## config.mk

```make
export PLATFORM = sky130hd
export DESIGN_NAME = quadratic_fade_out_top
export DESIGN_NICKNAME = d
export VERILOG_FILES = /design/src/hw/rtl/qfo_pkg.sv /design/src/hw/rtl/quadratic_fade_out_top.sv /design/src/hw/rtl/qfo_front.sv /design/src/hw/rtl/qfo_queue.sv /design/src/hw/rtl/qfo_back.sv
export SDC_FILE = /design/constraint.sdc
export NUM_CORES = 2
export LEC_CHECK = 0
export BUFFER_PORTS_ARGS = -buffer_cell sky130_fd_sc_hd__buf_2
export CAP_MARGIN = 20
export CORE_MARGIN = 2
export CORE_UTILIZATION = 40
export CTS_CLUSTER_SIZE = 28
export DETAILED_ROUTE_END_ITERATION = 10
export GPL_TIMING_DRIVEN = 0
export SETUP_SLACK_MARGIN = 0.1
export SLEW_MARGIN = 20
export SYNTH_ARGS = -nofsm -noshare
export SYNTH_HDL_FRONTEND = slang
export SYNTH_HIERARCHICAL = 1
export SYNTH_SLANG_ARGS = --single-unit
```

## constraint.sdc

```tcl
create_clock -name clk -period 5.9 [get_ports clk]
set_input_delay 1.18 -clock clk [delete_from_list [all_inputs] [get_ports clk]]
set_output_delay 1.18 -clock clk [all_outputs]
set_load 0.05 [all_outputs]
```

## src/hw/rtl/qfo_pkg.sv

```systemverilog
// qfo_pkg: shared types, constants and state codes for the quadratic fade-out block
// no dependencies; imported by every module of the block

package qfo_pkg;

    localparam int unsigned SAMPLE_W   = 16;
    localparam int unsigned COUNT_W    = 32;
    localparam int unsigned GAIN_W     = 17;
    localparam int unsigned CFG_DATA_W = 32;
    localparam int unsigned CFG_ADDR_W = 3;

    // gain of one, as 1.16 fixed point
    localparam logic [GAIN_W-1:0] UNITY_GAIN = 17'h10000;

    // quotient bits produced by the divider, one per cycle
    localparam int unsigned DIV_STEPS = 17;
    localparam int unsigned DIV_CNT_W = $clog2(DIV_STEPS);

    // default depth of the command queue between front and back
    localparam int unsigned QUEUE_DEPTH_DEF = 2;

    // register index, taken from paddr bit 2
    localparam logic CFG_TOTAL = 1'b0;
    localparam logic CFG_FADE  = 1'b1;

    typedef struct packed {
        logic signed [SAMPLE_W-1:0] left_sample;
        logic signed [SAMPLE_W-1:0] right_sample;
        logic                       restart;
    } frame_t;

    typedef struct packed {
        logic signed [SAMPLE_W-1:0] left_out;
        logic signed [SAMPLE_W-1:0] right_out;
        logic [GAIN_W-1:0]          gain_applied;
        logic                       song_end;
    } result_t;

    // work handed from the front to the back
    typedef struct packed {
        logic signed [SAMPLE_W-1:0] left;
        logic signed [SAMPLE_W-1:0] right;
        logic [COUNT_W-1:0]         frames;
        logic                       fade;
        logic                       song_end;
    } cmd_t;

    typedef enum logic [2:0] {
        BK_IDLE,
        BK_DIV,
        BK_SQUARE,
        BK_SCALE,
        BK_OUT
    } back_state_t;

endpackage

```

## src/hw/rtl/quadratic_fade_out_top.sv

```systemverilog
// quadratic_fade_out_top: top level of the closing-fade block with its register port
// depends on qfo_pkg, qfo_front, qfo_queue and qfo_back

// Closing fade for a stream of stereo frames. Each frame pushed in counts down the
// frames left in the song (restart reloads the count from total_frames first); a
// frame that finds the count at zero is dropped and gives no word at the result
// side. While n frames remain and n <= fade_frames, both samples are scaled by
// g = floor(floor(n*65536/fade_frames)^2 / 65536), with 65536 as unity; fade_frames
// of zero turns fading off. The front takes a frame per cycle while its command
// queue has room; the back handles one frame at a time: it takes each from the queue,
// runs a faded frame through the bit-serial divider (one quotient bit per cycle),
// square and scale and a unity-gain frame through scale alone, and loads the result
// register once it is free. Registers sit at byte address 0 (total_frames) and 4
// (fade_frames); the user writes them only while the block is idle (not enforced).

module quadratic_fade_out_top #(
    parameter int unsigned QUEUE_DEPTH = qfo_pkg::QUEUE_DEPTH_DEF
) (
    input  logic                            clk,
    input  logic                            rst_n,
    // frame side
    input  qfo_pkg::frame_t                 frame,
    input  logic                            push,
    output logic                            full,
    // result side
    output qfo_pkg::result_t                result,
    output logic                            empty,
    input  logic                            pop,
    // register port
    input  logic                            psel,
    input  logic                            penable,
    input  logic                            pwrite,
    input  logic [qfo_pkg::CFG_ADDR_W-1:0]  paddr,
    input  logic [qfo_pkg::CFG_DATA_W-1:0]  pwdata,
    output logic [qfo_pkg::CFG_DATA_W-1:0]  prdata,
    output logic                            pready
);
    import qfo_pkg::*;

    logic [COUNT_W-1:0] total_frames_reg;
    logic [COUNT_W-1:0] fade_frames_reg;
    logic               cfg_write;

    // front to queue, queue to back
    logic               q_push;
    logic               q_full;
    cmd_t               q_wdata;
    logic               q_pop;
    logic               q_empty;
    cmd_t               q_rdata;

    // register port, no wait states
    assign pready    = 1'b1;
    assign cfg_write = psel && penable && pwrite && pready;

    always_ff @(posedge clk or negedge rst_n)
    begin
        if (!rst_n)
        begin
            total_frames_reg <= '0;
            fade_frames_reg  <= '0;
        end
        else if (cfg_write)
        begin
            unique case (paddr[2])
                CFG_TOTAL: total_frames_reg <= pwdata;
                CFG_FADE:  fade_frames_reg  <= pwdata;
                default:   ;
            endcase
        end
    end

    // read back, address bits below the word are ignored
    always_comb
    begin
        unique case (paddr[2])
            CFG_TOTAL: prdata = total_frames_reg;
            CFG_FADE:  prdata = fade_frames_reg;
            default:   prdata = '0;
        endcase
    end

    // counts frames and decides fade or unity
    qfo_front u_front (
        .clk          (clk),
        .rst_n        (rst_n),
        .frame        (frame),
        .push         (push),
        .full         (full),
        .total_frames (total_frames_reg),
        .fade_frames  (fade_frames_reg),
        .q_push       (q_push),
        .q_cmd        (q_wdata),
        .q_full       (q_full)
    );

    // lets the front run ahead of the back
    qfo_queue #(
        .DEPTH (QUEUE_DEPTH)
    ) u_queue (
        .clk   (clk),
        .rst_n (rst_n),
        .push  (q_push),
        .wdata (q_wdata),
        .full  (q_full),
        .pop   (q_pop),
        .rdata (q_rdata),
        .empty (q_empty)
    );

    // divider, square and scaling, ends in the result register
    qfo_back u_back (
        .clk         (clk),
        .rst_n       (rst_n),
        .q_empty     (q_empty),
        .q_pop       (q_pop),
        .cmd         (q_rdata),
        .fade_frames (fade_frames_reg),
        .pop         (pop),
        .empty       (empty),
        .result      (result)
    );

endmodule

```

## src/hw/rtl/qfo_front.sv

```systemverilog
// qfo_front: accepts frames, keeps the remaining frame count and classifies each frame
// depends on qfo_pkg

module qfo_front (
    input  logic                         clk,
    input  logic                         rst_n,
    input  qfo_pkg::frame_t              frame,
    input  logic                         push,
    output logic                         full,
    input  logic [qfo_pkg::COUNT_W-1:0]  total_frames,
    input  logic [qfo_pkg::COUNT_W-1:0]  fade_frames,
    output logic                         q_push,
    output qfo_pkg::cmd_t                q_cmd,
    input  logic                         q_full
);
    import qfo_pkg::*;

    logic [COUNT_W-1:0] frames_left_reg;
    logic [COUNT_W-1:0] frames_left_next;
    logic [COUNT_W-1:0] n_eff;
    logic               accept;
    logic               live;

    assign full   = q_full;
    assign accept = push && !q_full;

    // reload happens before the frame is looked at
    assign n_eff  = frame.restart ? total_frames : frames_left_reg;
    assign live   = (n_eff != '0);
    assign q_push = accept && live;

    always_comb
    begin
        q_cmd.left     = frame.left_sample;
        q_cmd.right    = frame.right_sample;
        q_cmd.frames   = n_eff;
        q_cmd.fade     = (fade_frames != '0) && (n_eff <= fade_frames);
        q_cmd.song_end = (n_eff == COUNT_W'(1));
    end

    always_comb
    begin
        frames_left_next = frames_left_reg;
        if (accept)
        begin
            frames_left_next = live ? (n_eff - COUNT_W'(1)) : n_eff;
        end
    end

    always_ff @(posedge clk or negedge rst_n)
    begin
        if (!rst_n)
        begin
            frames_left_reg <= '0;
        end
        else
        begin
            frames_left_reg <= frames_left_next;
        end
    end

endmodule

```

## src/hw/rtl/qfo_queue.sv

```systemverilog
// qfo_queue: short command queue that decouples the front from the back
// depends on qfo_pkg; DEPTH must be 2 or more

module qfo_queue #(
    parameter int unsigned DEPTH = qfo_pkg::QUEUE_DEPTH_DEF
) (
    input  logic          clk,
    input  logic          rst_n,
    input  logic          push,
    input  qfo_pkg::cmd_t wdata,
    output logic          full,
    input  logic          pop,
    output qfo_pkg::cmd_t rdata,
    output logic          empty
);
    import qfo_pkg::*;

    localparam int unsigned PTR_W = $clog2(DEPTH);
    localparam int unsigned CNT_W = $clog2(DEPTH + 1);

    cmd_t             slot_reg [DEPTH];
    logic [PTR_W-1:0] wr_ptr_reg;
    logic [PTR_W-1:0] rd_ptr_reg;
    logic [CNT_W-1:0] count_reg;
    logic             do_push;
    logic             do_pop;

    assign full    = (count_reg == CNT_W'(DEPTH));
    assign empty   = (count_reg == '0);
    assign do_push = push && !full;
    assign do_pop  = pop && !empty;
    assign rdata   = slot_reg[rd_ptr_reg];

    always_ff @(posedge clk)
    begin
        if (do_push)
        begin
            slot_reg[wr_ptr_reg] <= wdata;
        end
    end

    always_ff @(posedge clk or negedge rst_n)
    begin
        if (!rst_n)
        begin
            wr_ptr_reg <= '0;
            rd_ptr_reg <= '0;
            count_reg  <= '0;
        end
        else
        begin
            if (do_push)
            begin
                wr_ptr_reg <= (wr_ptr_reg == PTR_W'(DEPTH - 1)) ? '0 : wr_ptr_reg + PTR_W'(1);
            end
            if (do_pop)
            begin
                rd_ptr_reg <= (rd_ptr_reg == PTR_W'(DEPTH - 1)) ? '0 : rd_ptr_reg + PTR_W'(1);
            end
            if (do_push && !do_pop)
            begin
                count_reg <= count_reg + CNT_W'(1);
            end
            else if (do_pop && !do_push)
            begin
                count_reg <= count_reg - CNT_W'(1);
            end
        end
    end

endmodule

```

## src/hw/rtl/qfo_back.sv

```systemverilog
// qfo_back: gain computation (serial divider, square) and sample scaling, one frame at a time
// depends on qfo_pkg; feeds the one-word result register

module qfo_back (
    input  logic                         clk,
    input  logic                         rst_n,
    input  logic                         q_empty,
    output logic                         q_pop,
    input  qfo_pkg::cmd_t                cmd,
    input  logic [qfo_pkg::COUNT_W-1:0]  fade_frames,
    input  logic                         pop,
    output logic                         empty,
    output qfo_pkg::result_t             result
);
    import qfo_pkg::*;

    back_state_t state_reg;
    back_state_t state_next;

    cmd_t                       cmd_reg;
    logic [COUNT_W:0]           rem_reg;
    logic [GAIN_W-1:0]          quot_reg;
    logic [DIV_CNT_W-1:0]       cnt_reg;
    logic [GAIN_W-1:0]          gain_reg;
    logic signed [33:0]         prod_l_reg;
    logic signed [33:0]         prod_r_reg;
    result_t                    result_reg;
    logic                       out_valid_reg;

    logic                       q_bit;
    logic [COUNT_W:0]           rem_sub;
    logic [COUNT_W-1:0]         rem_keep;
    logic [2*GAIN_W-1:0]        square;
    logic                       out_free;
    logic                       out_load;

    // one quotient bit per cycle; remainder stays below the divisor
    assign q_bit    = (rem_reg >= {1'b0, fade_frames});
    assign rem_sub  = rem_reg - {1'b0, fade_frames};
    assign rem_keep = q_bit ? rem_sub[COUNT_W-1:0] : rem_reg[COUNT_W-1:0];
    assign square   = quot_reg * quot_reg;

    assign out_free = !out_valid_reg || pop;
    assign empty    = !out_valid_reg;
    assign result   = result_reg;

    always_comb
    begin
        state_next = state_reg;
        q_pop      = 1'b0;
        out_load   = 1'b0;
        unique case (state_reg)
            BK_IDLE:
            begin
                if (!q_empty)
                begin
                    q_pop      = 1'b1;
                    state_next = cmd.fade ? BK_DIV : BK_SCALE;
                end
            end
            BK_DIV:
            begin
                if (cnt_reg == '0)
                begin
                    state_next = BK_SQUARE;
                end
            end
            BK_SQUARE:
            begin
                state_next = BK_SCALE;
            end
            BK_SCALE:
            begin
                state_next = BK_OUT;
            end
            BK_OUT:
            begin
                if (out_free)
                begin
                    out_load   = 1'b1;
                    state_next = BK_IDLE;
                end
            end
            default:
            begin
                state_next = BK_IDLE;
            end
        endcase
    end

    always_ff @(posedge clk or negedge rst_n)
    begin
        if (!rst_n)
        begin
            state_reg     <= BK_IDLE;
            out_valid_reg <= 1'b0;
        end
        else
        begin
            state_reg <= state_next;
            if (out_load)
            begin
                out_valid_reg <= 1'b1;
            end
            else if (pop)
            begin
                out_valid_reg <= 1'b0;
            end
        end
    end

    always_ff @(posedge clk)
    begin
        if (q_pop)
        begin
            cmd_reg  <= cmd;
            rem_reg  <= {1'b0, cmd.frames};
            quot_reg <= '0;
            cnt_reg  <= DIV_CNT_W'(DIV_STEPS - 1);
            gain_reg <= UNITY_GAIN;
        end
        if (state_reg == BK_DIV)
        begin
            rem_reg  <= {rem_keep, 1'b0};
            quot_reg <= {quot_reg[GAIN_W-2:0], q_bit};
            cnt_reg  <= cnt_reg - DIV_CNT_W'(1);
        end
        if (state_reg == BK_SQUARE)
        begin
            gain_reg <= square[GAIN_W+15:16];
        end
        if (state_reg == BK_SCALE)
        begin
            prod_l_reg <= 34'(cmd_reg.left * $signed({1'b0, gain_reg}));
            prod_r_reg <= 34'(cmd_reg.right * $signed({1'b0, gain_reg}));
        end
        if (out_load)
        begin
            result_reg.left_out     <= prod_l_reg[31:16];
            result_reg.right_out    <= prod_r_reg[31:16];
            result_reg.gain_applied <= gain_reg;
            result_reg.song_end     <= cmd_reg.song_end;
        end
    end

endmodule
```

==> flow_summary_export.csv <==
group,metric,value,unit
synth,ys_seq_elements,423,
worst_setup_path,worst_setup_path_end_kind,"register",
place,placed_area,48730,um^2
clocking,clock-sinks,423,
floorplan,io_pins,160,
worst_setup_path,start_kind,"register",
timing,fmax,152.6,MHz
worst_setup_path,required,6.26,ns
synth,syn_avg_cell_area,10.40,um^2
clocking,clk_pin_slew,0.06,ns
clocking,cts_buffer_depth,3,
synth,synth_top_area_share,26.42,%
detailed_routing,antenna_left,0,
timing,grt_setup_unrepaired,"yes",
synth,yosysWarnings,6,
run_status,violations,"setup timing",
timing,clock_skew,0.02813,ns
worst_setup_path,worstSetupPathType,"register to register",
timing,finalHoldViolCount,0,
finish,area_delta_synth_final,17.49,%
hold_path,worstHoldStart,"u_back/prod_l_reg[29]$_DFFE_PP_",
floorplan,rows,124,
synth,ys.flop_type,"edfxtp_1",
place,port_buffers,122,
detailed_routing,drc,0,
worst_setup_path,r2r_cells,21,
synth,yosys.area.top_type,"fa_1",
synth,synth_fp_nets,5469,
finish,final_cell_mix,"inv_1 (850), fa_1 (569), nand2_1 (419)",
clocking,h-tree-depth,2,
worst_setup_path,r2r-start,"u_back/cmd_reg[61]$_DFFE_PP_",
finish,multi_input_area,30440,um^2
synth,synth_edf_count,318,
worst_setup_path,r2r_end,"u_back/prod_l_reg[31]$_DFFE_PP_",
detailed_routing,drt_wl_total,128.1,mm
floorplan,core_area,113900,um^2
timing,min_period_over_period,111.1,%
floorplan,die_x,342,um
hold_path,hp-class,"register to register",
place,place_congestion,0.9215,
synth,ys_types,103,
clocking,root_buffer,"clkbuf_16",
clocking,insertion_delay,0.64,ns
floorplan,start_util,40.13,%
synth,synthCells,4394,
detailed_routing,dr.first_iter.drc_count,2055,
finish,design_area,53690,um^2
finish,final.fill_count,10620,
place,dp_slack,-1.760,ns
global_routing,gr-usage-all-layers,22.22,%
detailed_routing,wl_per_cell,20.25,um
synth,syn_area,45700,um^2
floorplan,die_h,342,um
finish,largest_register_ffs,132,
timing,worst_pin_slew,1.002,ns
timing,slew_headroom,32.65,%
run_status,status,"finished with violations",
global_routing,antenna_found_initial,7,
finish,regArea,12170,um^2
global_routing,gr-total-overflow,0,
synth,yosysSeqAreaShare,26.64,%
timing,final_max_slew_viol_count,0,
hold_path,hold_depth,0,
detailed_routing,via_per_inst,5.094,
detailed_routing,num_vias,32220,
place,hpwlAfterDp,97.32,mm
floorplan,dieArea,117000,um^2
clocking,cts_hold_buf,0,
global_routing,grt_max_degree,73,
finish,drive_above_1_share,21.62,%
timing,post-route-min-period,6.554,ns
worst_setup_path,cp_max_fo,10,
finish,mostFrequentLayoutCell,"inv_1",
clocking,cts_tree,"done",
synth,synthTopCellsByArea,"fa_1 (26%), edfxtp_1 (21%), ha_1 (11%)",
detailed_routing,dr.pass1.iters,5,
global_routing,grt_pass1_vias,33970,
timing,fin_ws,-0.6538,ns
worst_setup_path,arrival,6.91,ns
finish,postLayoutCoreUtil,47.15,%
global_routing,grt_pass1_wl,198.6,mm
flow_run,timing.max_cap.violations,0,
worst_setup_path,rrSetupSlack,-0.65,ns
hold_path,min_to,"u_back/result[47]$_DFFE_PP_",
timing,setup-violations-final,36,
finish,final_nets,5844,
synth,async_reset_ff_share,24.59,%
clocking,numCtsBuffers,50,
cell usage after synthesis, types with 7 or more instances:
cell type / number
inv_1: 887
nor2_1: 148
o21ai_1: 33
mux2i_1: 16
nor3b_1: 11
fa_1: 603
and2_1: 331
o21bai_1: 11
or2_2: 7
and3_1: 14
buf_2: 13
nand2_1: 439
dfrtp_1: 104
xnor2_1: 83
a21oi_1: 112
o31ai_1: 8
mux2_4: 64
a21o_1: 53
o211ai_1: 17
nand4_1: 27
mux2_2: 121
a211oi_1: 9
nand3_1: 18
xor2_1: 36
a32oi_1: 7
clkbuf_1: 128
o21a_1: 11
nor3_1: 48
o21ai_0: 63
buf_4: 39
nor4_1: 21
nand2b_1: 31
nor2b_1: 21
buf_6: 15
edfxtp_1: 318
ha_1: 397
timing repair:
| item | in CTS | in global routing |
|---|---|---|
| gates cloned | 0 | 2 |
| endpoints found under the setup margin | 49 | 48 |
| resized for setup | 298 | 189 |
| pin swaps | 96 | 115 |
| buffers inserted | 143 | 48 |
per-stage QoR:
step           setup TNS (ns)  cells  hold WS (ns)
2_1_floorplan               0   4394        0.4003
3_3_place_gp          -332.89   6028        0.4033
3_5_place_dp           -49.72   6037        0.4045
4_1_cts                -8.325   6273        0.4175
5_1_grt                -17.94   6322        0.4230
6_report               -11.01   6324        0.4167
area by class of cell:
cell class / count / area share (%)
clock buffer: 62 / 2.433
timing repair buffer: 324 / 4.691
multi-input combinational: 2883 / 56.69
buffer: 199 / 3.167
clock inverter: 31 / 0.5989
tap: 1512 / 3.523
antenna: 2 / 0.009321
inverter: 888 / 6.215
sequential: 423 / 22.67
worst max-delay path by stage:
stage / slack [ns] / depth (start not counted) / start / endpoint
6_report: -0.65 / 21 / u_back/cmd_reg[61]$_DFFE_PP_ / u_back/prod_l_reg[31]$_DFFE_PP_
5_1_grt: -0.80 / 23 / u_back/gain_reg[3]$_SDFFCE_PN0P_ / u_back/prod_l_reg[31]$_DFFE_PP_
4_1_cts: -0.61 / 21 / u_back/gain_reg[4]$_SDFFCE_PN0P_ / u_back/prod_r_reg[31]$_DFFE_PP_
3_5_place_dp: -1.76 / 22 / u_back/gain_reg[0]$_SDFFCE_PN0P_ / u_back/prod_r_reg[31]$_DFFE_PP_
3_3_place_gp: -2.37 / 13 / frame[0] / u_queue/slot_reg[0][54]$_DFFE_PP_
2_1_floorplan: 0.06 / 22 / u_back/gain_reg[5]$_SDFFCE_PN0P_ / u_back/prod_l_reg[31]$_DFFE_PP_
kinds of logic after synthesis:
kind of cell             count (synthesis)  synth area share (%)
AND/OR/NAND/NOR                       1160                 12.91
buffers and inverters                 1088                 9.556
adder cells (fa/ha/maj)               1000                 37.29
flip-flops                             423                 26.64
AO/OA/AOI/OAI                          400                 5.840
multiplexers                           203                 5.484
XOR/XNOR                               119                 2.281
other                                    1              0.008206
per-layer routing:
| layer | up-vias | share of wire (%) | GRT usage, % | routed length (um) |
|---|---|---|---|---|
| li1 | 14680 | - | - | - |
| met1 | 16280 | 43 | 30.10 | 55040 |
| met2 | 1023 | 48 | 37.15 | 61050 |
| met3 | 219 | 6.3 | 3.235 | 8117 |
| met4 | 10 | 3.0 | 6.177 | 3802 |
| met5 | - | 0.054 | 0 | 69 |
critical path, stage by stage (launching register included):
cell and delay, ns:
edfxtp_1 0.57, clkbuf_2 0.31, nand2_1 0.11, fa_1 0.51, inv_1 0.05, fa_1 0.58, fa_1 0.48, fa_1 0.53
fa_1 0.50, inv_1 0.05, fa_1 0.48, inv_1 0.07, ha_4 0.29, inv_1 0.06, nor2_4 0.19, o2111ai_4 0.21
a21oi_4 0.23, o2111ai_4 0.16, a2111oi_4 0.44, o31ai_4 0.14, mux2_4 0.22, o311ai_2 0.09
Power is left out: the tool's default activity adds up to more than one toggle a clock period on the data nets, which glitch-free logic cannot reach.
